<file path="config.mk">
export PLATFORM = sky130hd
export DESIGN_NAME = sync_word_error_tolerant_detector_flat
export DESIGN_NICKNAME = d
export VERILOG_FILES = /design/src/swetd_pkg.sv /design/src/swetd_if.sv /design/src/sync_word_error_tolerant_detector.sv /design/src/swetd_cfg_regs.sv /design/src/swetd_front.sv /design/src/swetd_check.sv /design/src/flat_wrapper.sv
export SDC_FILE = /design/constraint.sdc
export NUM_CORES = 1
export LEC_CHECK = 0
export ABC_CLOCK_PERIOD_IN_PS = 6400
export BUFFER_PORTS_ARGS = -buffer_cell sky130_fd_sc_hd__buf_2
export CORE_MARGIN = 2
export CORE_UTILIZATION = 30
export CTS_BUF_LIST = sky130_fd_sc_hd__clkbuf_4 sky130_fd_sc_hd__clkbuf_8
export DETAILED_ROUTE_END_ITERATION = 6
export GPL_TIMING_DRIVEN = 0
export PLACE_DENSITY = 0.59
export SYNTH_ARGS = -nofsm -noshare
export SYNTH_HDL_FRONTEND = slang
export SYNTH_SLANG_ARGS = --single-unit
</file>
<file path="constraint.sdc">
create_clock -name clk -period 6.4 [get_ports clk]
set_input_delay 1.28 -clock clk [delete_from_list [all_inputs] [get_ports clk]]
set_output_delay 1.28 -clock clk [all_outputs]
set_load 0.05 [all_outputs]
</file>
<file path="src/swetd_pkg.sv">
// ----------------------------------------------------------------------------
// swetd_pkg: shared types and constants of the sync word detector
// Field widths, register indexes, reset values and the 24-bit popcount.
// ----------------------------------------------------------------------------
package swetd_pkg;

	localparam int unsigned BYTE_W     = 8;
	localparam int unsigned SYNC_W     = 24;
	localparam int unsigned ERR_W      = 5;
	localparam int unsigned FRAME_W    = 7;
	localparam int unsigned HIST_W     = 32;
	localparam int unsigned FILL_W     = 3;
	localparam int unsigned CFG_IDX_W  = 4;
	localparam int unsigned CFG_DATA_W = 24;

	// Register indexes on the configuration channel.
	localparam logic [CFG_IDX_W-1:0] REG_SYNC_PATTERN = 4'd0;
	localparam logic [CFG_IDX_W-1:0] REG_ERROR_LIMIT  = 4'd1;

	// Register reset values.
	localparam logic [SYNC_W-1:0] SYNC_RESET  = 24'hF9A8ED;
	localparam logic [ERR_W-1:0]  LIMIT_RESET = 5'd2;

	// Fill levels at which each check becomes valid.
	localparam logic [FILL_W-1:0] FILL_ALIGNED = 3'd3;
	localparam logic [FILL_W-1:0] FILL_FULL    = 3'd4;

	// Largest possible mismatch count.
	localparam logic [ERR_W-1:0] ERR_MAX = 5'd24;

	// Configuration register contents.
	typedef struct packed {
		logic [SYNC_W-1:0] sync_pattern;
		logic [ERR_W-1:0]  error_limit;
	} cfg_t;

	// One captured word with the history that stood before it.
	typedef struct packed {
		logic [BYTE_W-1:0] cur;
		logic [HIST_W-1:0] history;
		logic              aligned_en;
		logic              offset_en;
	} window_t;

	// Registered result of both checks.
	typedef struct packed {
		logic               aligned_hit;
		logic [ERR_W-1:0]   aligned_errors;
		logic [FRAME_W-1:0] aligned_frame;
		logic               offset_hit;
		logic [ERR_W-1:0]   offset_errors;
		logic [FRAME_W-1:0] offset_frame;
	} result_t;

	// Popcount as a small adder tree: six nibble counts, three pair sums, one total.
	function automatic logic [ERR_W-1:0] popcount24(input logic [SYNC_W-1:0] v);
		logic [2:0] nib [6];
		logic [3:0] pair [3];
		for (int i = 0; i < 6; i++) begin
			nib[i] = {2'b00, v[4*i]} + {2'b00, v[4*i+1]}
				+ {2'b00, v[4*i+2]} + {2'b00, v[4*i+3]};
		end
		for (int j = 0; j < 3; j++) begin
			pair[j] = {1'b0, nib[2*j]} + {1'b0, nib[2*j+1]};
		end
		return {1'b0, pair[0]} + {1'b0, pair[1]} + {1'b0, pair[2]};
	endfunction

endpackage

</file>
<file path="src/swetd_if.sv">
// ----------------------------------------------------------------------------
// swetd_if: stream interfaces of the sync word detector
// Byte input channel, result channel and configuration write channel.
// ----------------------------------------------------------------------------

// Raw byte channel.
interface swetd_byte_if;
	logic                           valid;
	logic                           ready;
	logic [swetd_pkg::BYTE_W-1:0]   byte_in;

	modport source (output valid, output byte_in, input ready);
	modport sink   (input valid, input byte_in, output ready);
endinterface

// Result channel, one word per input byte.
interface swetd_result_if;
	logic                           valid;
	logic                           ready;
	logic                           aligned_hit;
	logic [swetd_pkg::ERR_W-1:0]    aligned_errors;
	logic [swetd_pkg::FRAME_W-1:0]  aligned_frame;
	logic                           offset_hit;
	logic [swetd_pkg::ERR_W-1:0]    offset_errors;
	logic [swetd_pkg::FRAME_W-1:0]  offset_frame;

	modport source (output valid, output aligned_hit, output aligned_errors,
		output aligned_frame, output offset_hit, output offset_errors,
		output offset_frame, input ready);
	modport sink   (input valid, input aligned_hit, input aligned_errors,
		input aligned_frame, input offset_hit, input offset_errors,
		input offset_frame, output ready);
endinterface

// Configuration write channel.
interface swetd_cfg_if;
	logic                             valid;
	logic                             ready;
	logic [swetd_pkg::CFG_IDX_W-1:0]  index;
	logic [swetd_pkg::CFG_DATA_W-1:0] data;

	modport source (output valid, output index, output data, input ready);
	modport sink   (input valid, input index, input data, output ready);
endinterface

</file>
<file path="src/sync_word_error_tolerant_detector.sv">
// ----------------------------------------------------------------------------
// sync_word_error_tolerant_detector: frame sync correlator with error tolerance
// Checks every byte for a 24-bit sync word at byte and nibble offsets.
// ----------------------------------------------------------------------------
// A byte accepted into the input register moves to the result register once
// that is empty or being read, and one byte can be accepted every cycle while
// the sink takes results: the input register feeds two popcount-compare checks
// whose outputs land in the result register, which holds while the sink stalls.
// The aligned check looks at the three bytes before the current byte, the
// offset check at the four bytes before it shifted by a nibble.
// Hits stay low until three (aligned) or four (offset) bytes were seen;
// error counts and frame numbers are reported from the start. Configuration
// must be written only while the block is idle; the block does not enforce it.
module sync_word_error_tolerant_detector (
	input  logic          clk,
	input  logic          arst_n,
	swetd_byte_if.sink    byte_ch,
	swetd_result_if.source result_ch,
	swetd_cfg_if.sink     cfg_ch
);

	swetd_pkg::cfg_t      regs;
	swetd_pkg::window_t   win_s1;
	swetd_pkg::result_t   res_d;
	swetd_pkg::result_t   res_s2;
	logic                 valid_s1;
	logic                 valid_s2;
	logic                 advance;

	swetd_cfg_regs u_cfg (
		.clk    (clk),
		.arst_n (arst_n),
		.cfg    (cfg_ch),
		.regs   (regs)
	);

	swetd_front u_front (
		.clk      (clk),
		.arst_n   (arst_n),
		.byte_ch  (byte_ch),
		.advance  (advance),
		.valid_s1 (valid_s1),
		.win_s1   (win_s1)
	);

	swetd_check u_aligned (
		.window  (win_s1.history[23:0]),
		.pattern (regs.sync_pattern),
		.limit   (regs.error_limit),
		.enable  (win_s1.aligned_en),
		.errors  (res_d.aligned_errors),
		.hit     (res_d.aligned_hit)
	);

	swetd_check u_offset (
		.window  (win_s1.history[27:4]),
		.pattern (regs.sync_pattern),
		.limit   (regs.error_limit),
		.enable  (win_s1.offset_en),
		.errors  (res_d.offset_errors),
		.hit     (res_d.offset_hit)
	);

	// Frame numbers: current bits 6:0, or previous bits 2:0 with current bits 7:4.
	assign res_d.aligned_frame = win_s1.cur[swetd_pkg::FRAME_W-1:0];
	assign res_d.offset_frame  = {win_s1.history[2:0], win_s1.cur[7:4]};

	// The result register takes a word when it is empty or being read.
	assign advance = valid_s1 && (!valid_s2 || result_ch.ready);

	always_ff @(posedge clk or negedge arst_n) begin
		if (!arst_n) begin
			valid_s2 <= 1'b0;
		end else if (advance) begin
			valid_s2 <= 1'b1;
		end else if (result_ch.ready) begin
			valid_s2 <= 1'b0;
		end
	end

	always_ff @(posedge clk) begin
		if (advance) begin
			res_s2 <= res_d;
		end
	end

	// Output drive.
	assign result_ch.valid          = valid_s2;
	assign result_ch.aligned_hit    = res_s2.aligned_hit;
	assign result_ch.aligned_errors = res_s2.aligned_errors;
	assign result_ch.aligned_frame  = res_s2.aligned_frame;
	assign result_ch.offset_hit     = res_s2.offset_hit;
	assign result_ch.offset_errors  = res_s2.offset_errors;
	assign result_ch.offset_frame   = res_s2.offset_frame;

	// A result word only appears after the input stage held one.
	a_result_from_s1: assert property (@(posedge clk) disable iff (!arst_n)
		$rose(valid_s2) |-> $past(valid_s1))
		else $error("result valid rose without an input stage word");

	// A reported hit never exceeds the error limit.
	a_hit_within_limit: assert property (@(posedge clk) disable iff (!arst_n)
		valid_s2 && (res_s2.aligned_hit || res_s2.offset_hit) |->
		((!res_s2.aligned_hit || res_s2.aligned_errors <= regs.error_limit) &&
		(!res_s2.offset_hit || res_s2.offset_errors <= regs.error_limit)))
		else $error("hit reported above the error limit");

	// Mismatch counts stay within the window width.
	a_errors_range: assert property (@(posedge clk) disable iff (!arst_n)
		valid_s2 |-> (res_s2.aligned_errors <= swetd_pkg::ERR_MAX &&
		res_s2.offset_errors <= swetd_pkg::ERR_MAX))
		else $error("mismatch count out of range");

endmodule

</file>
<file path="src/swetd_cfg_regs.sv">
// ----------------------------------------------------------------------------
// swetd_cfg_regs: configuration registers
// Holds the sync pattern and the error limit; unknown indexes are ignored.
// ----------------------------------------------------------------------------
module swetd_cfg_regs (
	input  logic              clk,
	input  logic              arst_n,
	swetd_cfg_if.sink         cfg,
	output swetd_pkg::cfg_t   regs
);

	swetd_pkg::cfg_t regs_q;

	// Writes are always taken.
	assign cfg.ready = 1'b1;

	// Register file update.
	always_ff @(posedge clk or negedge arst_n) begin
		if (!arst_n) begin
			regs_q.sync_pattern <= swetd_pkg::SYNC_RESET;
			regs_q.error_limit  <= swetd_pkg::LIMIT_RESET;
		end else if (cfg.valid) begin
			if (cfg.index == swetd_pkg::REG_SYNC_PATTERN) begin
				regs_q.sync_pattern <= cfg.data[swetd_pkg::SYNC_W-1:0];
			end else if (cfg.index == swetd_pkg::REG_ERROR_LIMIT) begin
				regs_q.error_limit <= cfg.data[swetd_pkg::ERR_W-1:0];
			end
		end
	end

	assign regs = regs_q;

endmodule

</file>
<file path="src/swetd_front.sv">
// ----------------------------------------------------------------------------
// swetd_front: byte history and input register
// Captures each accepted byte together with the history before it.
// ----------------------------------------------------------------------------
module swetd_front (
	input  logic                 clk,
	input  logic                 arst_n,
	swetd_byte_if.sink           byte_ch,
	input  logic                 advance,
	output logic                 valid_s1,
	output swetd_pkg::window_t   win_s1
);

	logic [swetd_pkg::HIST_W-1:0] history_q;
	logic [swetd_pkg::FILL_W-1:0] fill_q;
	logic                         valid_q;
	logic                         accept;

	// A new word enters when the stage is empty or moves on this cycle.
	assign byte_ch.ready = !valid_q || advance;
	assign accept        = byte_ch.valid && byte_ch.ready;

	// History shift and saturating fill count.
	always_ff @(posedge clk or negedge arst_n) begin
		if (!arst_n) begin
			history_q <= '0;
			fill_q    <= '0;
		end else if (accept) begin
			history_q <= {history_q[swetd_pkg::HIST_W-swetd_pkg::BYTE_W-1:0],
				byte_ch.byte_in};
			if (fill_q < swetd_pkg::FILL_FULL) begin
				fill_q <= fill_q + 3'd1;
			end
		end
	end

	// Stage valid flag.
	always_ff @(posedge clk or negedge arst_n) begin
		if (!arst_n) begin
			valid_q <= 1'b0;
		end else if (accept) begin
			valid_q <= 1'b1;
		end else if (advance) begin
			valid_q <= 1'b0;
		end
	end

	// Stage payload.
	always_ff @(posedge clk) begin
		if (accept) begin
			win_s1.cur        <= byte_ch.byte_in;
			win_s1.history    <= history_q;
			win_s1.aligned_en <= fill_q >= swetd_pkg::FILL_ALIGNED;
			win_s1.offset_en  <= fill_q >= swetd_pkg::FILL_FULL;
		end
	end

	assign valid_s1 = valid_q;

endmodule

</file>
<file path="src/swetd_check.sv">
// ----------------------------------------------------------------------------
// swetd_check: one correlation check
// Counts mismatched bits of a 24-bit window and compares with the limit.
// ----------------------------------------------------------------------------
module swetd_check (
	input  logic [swetd_pkg::SYNC_W-1:0] window,
	input  logic [swetd_pkg::SYNC_W-1:0] pattern,
	input  logic [swetd_pkg::ERR_W-1:0]  limit,
	input  logic                         enable,
	output logic [swetd_pkg::ERR_W-1:0]  errors,
	output logic                         hit
);

	// Mismatch count and threshold.
	always_comb begin
		errors = swetd_pkg::popcount24(window ^ pattern);
		hit    = enable && (errors <= limit);
	end

endmodule

</file>
<file path="src/flat_wrapper.sv">
// flat-port wrapper written by rule: the top's interface ports become plain ports
module sync_word_error_tolerant_detector_flat 
  (clk, arst_n, byte_ch_valid, byte_ch_byte_in, byte_ch_ready, result_ch_valid, result_ch_aligned_hit, result_ch_aligned_errors, result_ch_aligned_frame, result_ch_offset_hit, result_ch_offset_errors, result_ch_offset_frame, result_ch_ready, cfg_ch_valid, cfg_ch_index, cfg_ch_data, cfg_ch_ready);
  swetd_byte_if byte_ch_i ();
  swetd_result_if result_ch_i ();
  swetd_cfg_if cfg_ch_i ();
  input  logic clk;
  input  logic arst_n;
  input wire logic [$bits(byte_ch_i.valid)-1:0] byte_ch_valid;
  input wire logic [$bits(byte_ch_i.byte_in)-1:0] byte_ch_byte_in;
  output wire logic [$bits(byte_ch_i.ready)-1:0] byte_ch_ready;
  output wire logic [$bits(result_ch_i.valid)-1:0] result_ch_valid;
  output wire logic [$bits(result_ch_i.aligned_hit)-1:0] result_ch_aligned_hit;
  output wire logic [$bits(result_ch_i.aligned_errors)-1:0] result_ch_aligned_errors;
  output wire logic [$bits(result_ch_i.aligned_frame)-1:0] result_ch_aligned_frame;
  output wire logic [$bits(result_ch_i.offset_hit)-1:0] result_ch_offset_hit;
  output wire logic [$bits(result_ch_i.offset_errors)-1:0] result_ch_offset_errors;
  output wire logic [$bits(result_ch_i.offset_frame)-1:0] result_ch_offset_frame;
  input wire logic [$bits(result_ch_i.ready)-1:0] result_ch_ready;
  input wire logic [$bits(cfg_ch_i.valid)-1:0] cfg_ch_valid;
  input wire logic [$bits(cfg_ch_i.index)-1:0] cfg_ch_index;
  input wire logic [$bits(cfg_ch_i.data)-1:0] cfg_ch_data;
  output wire logic [$bits(cfg_ch_i.ready)-1:0] cfg_ch_ready;
  assign byte_ch_i.valid = byte_ch_valid;
  assign byte_ch_i.byte_in = byte_ch_byte_in;
  assign byte_ch_ready = byte_ch_i.ready;
  assign result_ch_valid = result_ch_i.valid;
  assign result_ch_aligned_hit = result_ch_i.aligned_hit;
  assign result_ch_aligned_errors = result_ch_i.aligned_errors;
  assign result_ch_aligned_frame = result_ch_i.aligned_frame;
  assign result_ch_offset_hit = result_ch_i.offset_hit;
  assign result_ch_offset_errors = result_ch_i.offset_errors;
  assign result_ch_offset_frame = result_ch_i.offset_frame;
  assign result_ch_i.ready = result_ch_ready;
  assign cfg_ch_i.valid = cfg_ch_valid;
  assign cfg_ch_i.index = cfg_ch_index;
  assign cfg_ch_i.data = cfg_ch_data;
  assign cfg_ch_ready = cfg_ch_i.ready;
  sync_word_error_tolerant_detector u_core (.clk(clk), .arst_n(arst_n), .byte_ch(byte_ch_i), .result_ch(result_ch_i), .cfg_ch(cfg_ch_i));
endmodule
</file>
==> run summary, run 1 <==
Max Freq - 180 MHz
Buf/Inv on CP - 3
Slew headroom - 0.268
Worst EP arrival - 5.73 ns
Largest family of logic cells by synthesized area - adder cells
Setup CP Type - reg -> reg
Core footprint - 20100 um2
Via density - 4.13
CP peak stage delay - 0.58 ns
Top cells by area, synth - edfxtp_1, dfrtp_1, fa_1
Layout cells sized above 1 - 0.377
Setup TNS - 0 ns
Cell Area, Placed - 6780 um2
Worst hold slack - 0.420 ns
Largest net degree at the start of global routing - 63
Worst EP required - 6.59 ns
Post-cts sizing count - 0
Simple-Gate Fraction of Synth Area - 0.0187
Slew at the pin closest to its max-slew limit - 1.10 ns
Final ANT Viol Nets - 0
CP cell instances - xnor2_1 -> fa_1 -> inv_1 -> fa_1 -> fa_1 -> fa_1 -> inv_1 -> fa_1 -> inv_1 -> ha_1 -> fa_1 -> a21o_1 -> a21o_1 -> ha_1 -> nand4_1 -> o2111ai_1 -> o22ai_1
H-tree levels - 4
CTS buffer count - 17
Synth Instances - 393
Top cell family by delay on the critical path - adder cells
Fin crit share - 0.866
Die height - 147 um
Layout Cells excl Fill - 763
Critical-path cell with the highest stage delay - dfstp_2
HP Class - reg -> reg
Postcts setup bufs - 0
Syn_nets - 493
Clock latency at the later pin of the worst-skew pair - 0.44 ns
Clock buffer depth - 2
Status - complete, no violations
DRT Wirelength - 11.3 mm
Synth warn - 0
Netlist cell types - 30
Mean Syn Cell Area - 15.5 um2
# rows - 52
Clk slew on worst S/H paths - 0.08 ns
Initial detailed-routing violation count - 77
IO buf count - 68
Seq cells post-synth - 123
Final HPWL DP - 8.51 mm
Synth top area share - 0.300
First-pass iteration count of the detailed router - 4
RSZ-0062 raised after global routing - no
Compound-Gate Fraction of Synth Area - 0.0172
DIE AREA - 21500 um2
Multiplexer share of the synthesized area - 0.119
Crit-path max FO - 3
Post-cts hold buffer count - 0
Nets - 580
Via count - 3151
Max Cap Viol - 0
Xor/xnor cell area share of the yosys netlist - 0.0761
Period minus WS final - 5.54 ns
Top cell by count, worst path - fa_1
Initial antenna violation count - 0
Seq/Total Area, Yosys - 0.558
Inst Count DP - 731
Ports - 70
# DRC - 0
Post-Syn Area - 6100 um2
CTS Sinks - 123
Hold Vio Cnt, Final - 0
Area Growth Syn to Fin - 18.0%
Die Width - 147 um
Critical path endpoint category - flop
Number of global-route vias before repair - 3540
CTS Root Cell - clkbuf_8
Worst Skew - 0.0176 ns
CTS tree - built
First-pass GRT wire length - 18.7 mm
Post-synthesis adder-cell area fraction - 0.163
Initial core utilization - 0.304
Yosys top cell by area - edfxtp_1
Worst R2R Setup Slack - 0.86 ns
Fin area - 7200 um2
Finish-stage setup viols - 0
Wirelength per Cell - 14.8 um
Final Slew Violations - 0
Startpoint type of the worst setup path - flop
Diode count - 0
Final GP Congestion - 0.781
GR Util All Layers - 0.114
GR Overflow Total - 0
==> placed cells by master (no fill, tap or decap), types with 2 or more instances in the layout <==
| cell | netlist | routed |
|---|---|---|
| buf_2 | 3 | 70 |
| inv_6 | 0 | 3 |
| bufinv_16 | 0 | 3 |
| buf_12 | 2 | 2 |
| dfrtp_1 | 46 | 46 |
| nor2_1 | 3 | 3 |
| clkinv_2 | 0 | 2 |
| ha_1 | 25 | 25 |
| o22ai_1 | 2 | 2 |
| nand2_1 | 8 | 8 |
| o2111ai_1 | 2 | 2 |
| a21oi_1 | 4 | 4 |
| clkbuf_8 | 0 | 18 |
| clkinvlp_4 | 0 | 4 |
| xor2_1 | 27 | 27 |
| nand4_1 | 2 | 2 |
| xnor2_1 | 26 | 26 |
| dfstp_2 | 16 | 16 |
| nand2b_1 | 3 | 3 |
| buf_4 | 4 | 5 |
| o21ai_0 | 2 | 2 |
| mux2_4 | 20 | 20 |
| fa_1 | 34 | 34 |
| a21o_1 | 6 | 6 |
| inv_1 | 51 | 50 |
| mux2_2 | 38 | 38 |
| edfxtp_1 | 61 | 61 |
==> flip-flops by register name, summed over array words and instances (netlist names), 3 cells and up <==
signal and flops:
u_core.result_ch.aligned_errors 5, u_core.u_cfg.regs 29, u_core.result_ch.aligned_frame 4, u_core.u_front.fill_q 3, u_core.u_front.history_q 28, u_core.result_ch.offset_errors 5, u_core.u_front.win_s1 38, u_core.result_ch.offset_frame 7
==> synthesized netlist by cell type <==
library cell / instances
fa_1: 34
nand3_1: 1
o21ai_0: 2
and2b_1: 1
buf_4: 4
ha_1: 25
buf_6: 1
a21o_1: 6
xnor2_1: 26
nand4_1: 2
inv_1: 51
o22ai_1: 2
nand3b_1: 1
dfstp_2: 16
mux2_4: 20
edfxtp_1: 61
mux2_2: 38
buf_12: 2
conb_1: 1
a21oi_1: 4
buf_2: 3
o2111ai_1: 2
nor2_1: 3
clkbuf_1: 1
and2_1: 1
nand2_1: 8
xor2_1: 27
dfrtp_1: 46
nor4b_2: 1
nand2b_1: 3
==> area by class of cell <==
class                           count  area [um2]
Buffer                             11         100
Fill cell                        1935       12900
Tap cell                          270         338
Clock buffer                       19         255
Multi-Input combinational cell    208        2410
Clock inverter                     13         165
Timing Repair Buffer               68         343
Inverter                           51         191
Sequential cell                   123        3400
==> layer usage <==
metal | vias up | share of wire | global-route usage
li1 | 1481 | - | -
met1 | 1600 | 0.45 | 0.142
met4 | 0 | 0.0075 | 0.0320
met5 | - | 0 | 0
met3 | 7 | 0.042 | 0.0381
met2 | 63 | 0.50 | 0.189
==> logic make-up after synthesis <==
| kind of cell | after synthesis |
|---|---|
| buf+inv | 62 |
| flops | 123 |
| xor+xnor | 53 |
| fa+ha+maj | 59 |
| other cells | 1 |
| mux | 58 |
| compound gates | 16 |
| simple gates | 21 |
==> through the flow <==
stage,setup slack [ns],utilization
6_report,0.856,0.358
5_1_grt,0.606,0.358
4_1_cts,0.818,0.358
3_5_place_dp,0.832,0.337
3_3_place_gp,0.913,0.337
2_1_floorplan,1.18,-
==> final timing paths <==
path | cells past startpoint | endpoint | from
hold / removal | 0 | u_core.result_ch.aligned_frame[0] | u_core.u_front.win_s1[34]
min in group asynchronous | 1 | u_core.u_front.history_q[4] | arst_n
setup reg to reg | 17 | u_core.result_ch.offset_hit | u_core.u_cfg.regs[5]
max in group asynchronous | 1 | u_core.u_cfg.regs[15] | arst_n
hold reg to reg | 0 | u_core.result_ch.aligned_frame[0] | u_core.u_front.win_s1[34]
setup / recovery | 17 | u_core.result_ch.offset_hit | u_core.u_cfg.regs[5]
==> worst reg2reg max path, delay by kind of cell (launching register included) <==
| kind | cells | cell delay (ns) |
|---|---|---|
| adders and majority gates | 8 | 3.61 |
| and+or+nand+nor | 1 | 0.13 |
| DFF | 1 | 0.58 |
| AOI/OAI and AO/OA | 4 | 0.71 |
| buffers and inverters | 3 | 0.14 |
| xor gates and xnor gates | 1 | 0.11 |
Power of run 1 is not shown: default switching activity piles up to over one toggle a cycle in this logic, so the estimate is an artifact.
==> run 2: changes to the inputs <==
Settings changed: CORE_MARGIN 2 to 5, HOLD_SLACK_MARGIN from default to 0.15, PLACE_DENSITY 0.59 to 0.58, SYNTH_HIERARCHICAL from default to 1.
==> run 2 against run 1 <==
Against the previous run: register-to-register slack worse by 0.49 ns; synthesized cell count rose by 1.3%; area after synthesis rose by 3.0%; global-route usage is 0.41 points lower; maximum frequency fell by 8.1%; first-iteration DRC count up 69%; die area rose by 11%; hold slack improved by 0.0050 ns; routed wire length grew 9.5%; critical path type unchanged; critical endpoint is now u_core/result_ch.offset_hit.
==> run summary, run 2 <==
Status - complete, no violations
Largest Register - u_core/u_front/win_s1
Via density - 4.18
Crit-path max FO - 3
Clock buffer depth - 2
Max Freq - 166 MHz
Post-Syn Area - 6280 um2
Area Growth Syn to Fin - 17.2%
Slew at the pin closest to its max-slew limit - 1.16 ns
IO buf count - 68
Slew headroom - 0.227
Setup CP Type - reg -> reg
Worst hold slack - 0.425 ns
Die Width - 155 um
Critical path endpoint category - flop
Critical-path cell with the highest stage delay - dfstp_2
Worst Skew - 0.0134 ns
H-tree levels - 4
Die height - 155 um
Fin crit share - 0.943
Finish-stage setup viols - 0
DIE AREA - 23900 um2
Area of the multi-input gates - 2610 um2
Final GP Congestion - 0.770
Setup TNS - 0 ns
Number of global-route vias before repair - 3624
Layout cells sized above 1 - 0.388
Initial detailed-routing violation count - 130
RSZ-0062 raised after global routing - no
First-pass GRT wire length - 19.9 mm
Max Cap Viol - 0
Diode count - 0
Initial antenna violation count - 0
Ports - 70
Hold Vio Cnt, Final - 0
CP peak stage delay - 0.58 ns
Synth Instances - 398
CTS tree - built
CTS Sinks - 123
Period minus WS final - 6.03 ns
Top cell by count, worst path - fa_1
# rows - 53
Clk slew on worst S/H paths - 0.08 ns
Final ANT Viol Nets - 0
Mean Syn Cell Area - 15.8 um2
Worst EP required - 6.68 ns
Initial core utilization - 0.302
Clock latency at the later pin of the worst-skew pair - 0.44 ns
Startpoint type of the worst setup path - flop
GR Overflow Total - 0
FF/Latch Area - 3400 um2
Worst EP arrival - 6.31 ns
Post-cts sizing count - 0
Core footprint - 20800 um2
CTS buffer count - 17
Most frequent cells in the layout - buf_2, edfxtp_1, inv_1
Largest net degree at the start of global routing - 63
Via count - 3230
HP Class - reg -> reg
DRT Wirelength - 12.3 mm
Final Slew Violations - 0
Nets - 593
First-pass iteration count of the detailed router - 4
Wirelength per Cell - 16.0 um
# DRC - 0
CTS Root Cell - clkbuf_8
Post-cts hold buffer count - 0
CP cell instances - xor2_1 -> ha_1 -> inv_1 -> fa_1 -> fa_1 -> fa_1 -> fa_1 -> fa_1 -> fa_1 -> fa_1 -> inv_1 -> a21o_1 -> a21oi_2 -> xnor2_1 -> ha_1 -> a211oi_1 -> o221ai_1 -> o21ai_0
Fill count - 2075
Commonest non-fill, non-tap cell in the layout - buf_2
Largest register FFs - 38
Syn_nets - 506
Final HPWL DP - 9.40 mm
GR Util All Layers - 0.110
Postcts setup bufs - 0
Synth warn - 6
run 2: worst paths after layout:
path | end | slack, ns | startpoint | cells past startpoint
hold / removal | u_core/result_ch.aligned_frame[3] | 0.43 | u_core/u_front/win_s1[37] | 0
min in group asynchronous | u_core/u_front/history_q[16] | 0.94 | arst_n | 1
setup / recovery | u_core/result_ch.offset_hit | 0.37 | u_core/u_cfg/regs[10] | 18
max in group asynchronous | u_core/u_front/history_q[11] | 4.95 | arst_n | 1
setup reg to reg | u_core/result_ch.offset_hit | 0.37 | u_core/u_cfg/regs[10] | 18
hold reg to reg | u_core/result_ch.aligned_frame[3] | 0.43 | u_core/u_front/win_s1[37] | 0
run 2: per-stage QoR:
stage	instances	area [um2]	worst slack (ns)	util
final	773	7370	0.368	0.354
after global routing	773	7370	0.155	0.354
after CTS	773	7370	0.361	0.354
after detailed placement	741	6970	0.426	0.335
after global placement	741	6970	0.506	0.335
after floorplan	398	6280	0.843	-
run 2: cell type report:
cell class	instances	area share
repair buffers	68	0.0465
clock buffers	19	0.0338
clock inverters	13	0.0197
plain buffers	11	0.0127
well taps	275	0.0467
multi-input cells	216	0.354
flip-flops and latches	123	0.462
inverters	48	0.0245
run 2: routing by layer:
metal | vias up | track usage | wire length, um
met2 | 66 | 0.187 | 6190
li1 | 1509 | - | -
met4 | 0 | 0.0328 | 142
met3 | 10 | 0.0327 | 508
met1 | 1645 | 0.135 | 5510
met5 | - | 0 | 0
run 2: worst max-delay path: cells and delay by family, from the launching register on:
family | cells | cell delay [ns]
fa+ha+maj | 9 | 4.01
compound gates | 5 | 0.71
buf+inv | 2 | 0.14
xor+xnor | 2 | 0.43
flops | 1 | 0.58
Power of run 2 is left out for the same reason.
==> run 3: changes to the inputs <==
--- a/config.mk
+++ b/config.mk
@@ -8,4 +8,5 @@
 export ABC_CLOCK_PERIOD_IN_PS = 6400
 export BUFFER_PORTS_ARGS = -buffer_cell sky130_fd_sc_hd__buf_2
+export CORE_ASPECT_RATIO = 1.25
 export CORE_MARGIN = 5
 export CORE_UTILIZATION = 30
==> constraint.sdc (replaced) <==
create_clock -name clk -period 6.4 [get_ports clk]
set_input_delay 1.28 -clock clk [delete_from_list [all_inputs] [get_ports clk]]
set_output_delay 1.28 -clock clk [all_outputs]
set_load 0.02 [all_outputs]
==> run 3 against run 2 <==
Against the previous run: core utilization rose by 0.50 points; final area up 1.0%; final cell count is 0.13% lower; flip-flop and latch count stayed put; highest routed layer unchanged; clock skew increased by 0.0031 ns; critical endpoint unchanged; first-iteration DRC count increased by 11%; global-route usage down 0.15 points; sequential share of layout area fell by 0.47 points.
==> run summary, run 3 (synthesis gave the netlist of run 2 again) <==
Status - complete, no violations
Finish-stage setup viols - 0
GR Util All Layers - 0.108
Ports - 70
CTS Root Cell - clkbuf_8
Initial antenna violation count - 0
Hold endpoint - u_core/result_ch.aligned_frame[1]
Worst EP arrival - 6.29 ns
First-pass iteration count of the detailed router - 4
Startpoint type of the worst setup path - flop
Largest Register - u_core/u_front/win_s1
Clk slew on worst S/H paths - 0.08 ns
Largest net degree at the start of global routing - 63
Slew at the pin closest to its max-slew limit - 1.20 ns
Initial core utilization - 0.303
Diode count - 0
R2R Path Start - u_core/u_cfg/regs[10]
Core footprint - 20700 um2
First-pass GRT wire length - 19.7 mm
# rows - 59
Via density - 4.14
Max Cap Viol - 0
RSZ-0062 raised after global routing - no
Clock buffer depth - 2
IO buf count - 68
H-tree levels - 4
GR Overflow Total - 0
Die Width - 139 um
Commonest non-fill, non-tap cell in the layout - buf_2
CTS buffer count - 17
Final Slew Violations - 0
CTS tree - built
Most frequent cells in the layout - buf_2, edfxtp_1, inv_1
DRT Wirelength - 12.3 mm
Period minus WS final - 6.02 ns
DIE AREA - 24000 um2
Worst r2r dst - u_core/result_ch.offset_hit
Worst Skew - 0.0165 ns
Worst EP required - 6.68 ns
Post-cts sizing count - 0
Worst R2R Setup Slack - 0.38 ns
Hold Startpoint - u_core/u_front/win_s1[35]
WHS Path Cells - 0
Setup TNS - 0 ns
Die height - 172 um
Crit-path max FO - 3
Via count - 3194
Initial detailed-routing violation count - 144
Nets - 593
Final GP Congestion - 0.755
Slew headroom - 0.202
HP Class - reg -> reg
Area Growth Syn to Fin - 18.4%
Clock latency at the later pin of the worst-skew pair - 0.44 ns
Wirelength per Cell - 15.9 um
Hold Vio Cnt, Final - 0
Setup CP Type - reg -> reg
Fin crit share - 0.940
Final HPWL DP - 9.50 mm
Largest register FFs - 38
Final ANT Viol Nets - 0
Max Freq - 166 MHz
Critical path endpoint category - flop
CTS Sinks - 123
Post-cts hold buffer count - 0
Number of global-route vias before repair - 3615
Postcts setup bufs - 0
Layout cells sized above 1 - 0.388
# DRC - 0
Cells on worst reg2reg path - 18
[run 3: cell types whose count changed in the layout (fill, tap and decap cells not counted)]
cell,change
bufinv_16,+3
clkbuf_8,+3
clkinv_4,-3
clkinvlp_4,-3
clkbuf_4,-1
clkinv_2,+1
inv_4,+1
inv_6,-1
[run 3: final cells by class]
class / count / area, um2
fillers: 1948 / 13300
flip-flops and latches: 123 / 3400
multi-input cells: 216 / 2610
repair buffers: 68 / 343
well taps: 274 / 343
clock buffers: 21 / 283
clock inverters: 11 / 189
inverters: 48 / 180
plain buffers: 11 / 93.8
[run 3: how the worst max path moves through the flow]
| stage | from | end | cells after the start |
|---|---|---|---|
| after floorplan | u_core/u_cfg/regs[10] | u_core/result_ch.aligned_hit | 18 |
| after global routing | u_core/u_cfg/regs[10] | u_core/result_ch.offset_hit | 18 |
| final | u_core/u_cfg/regs[10] | u_core/result_ch.offset_hit | 18 |
| after CTS | u_core/u_cfg/regs[10] | u_core/result_ch.offset_hit | 18 |
| after detailed placement | u_core/u_cfg/regs[10] | u_core/result_ch.offset_hit | 18 |
| after global placement | u_core/u_cfg/regs[10] | u_core/result_ch.offset_hit | 18 |
[run 3: routing by layer]
metal,routed length (um),GRT usage,vias up,part of all wire
met5,0,0,-,0
met4,247,0.0443,0,0.020
met3,397,0.0295,20,0.032
met2,6610,0.191,59,0.54
met1,5020,0.124,1599,0.41
li1,-,-,1516,-
[run 3: per-stage QoR]
step	instance area, um2	instances	setup WS [ns]	hold WS (ns)	utilization
floorplan	6280	398	0.843	0.400	-
global placement	6970	740	0.493	0.409	0.336
detailed placement	6970	740	0.331	0.405	0.336
CTS	7440	772	0.327	0.429	0.359
global route	7440	772	0.0889	0.440	0.359
finish	7440	772	0.384	0.428	0.359
[run 3: critical path: stages (launching register included)]
cell	delay [ns]
dfstp_2	0.56
xor2_1	0.17
ha_1	0.25
inv_1	0.07
fa_1	0.45
fa_1	0.52
fa_1	0.52
fa_1	0.54
fa_1	0.53
fa_1	0.49
fa_1	0.43
inv_1	0.07
a21o_1	0.13
a21oi_2	0.06
xnor2_1	0.28
ha_1	0.34
a211oi_1	0.22
o221ai_1	0.13
o21ai_0	0.10
Power of run 3 is left out for the same reason.
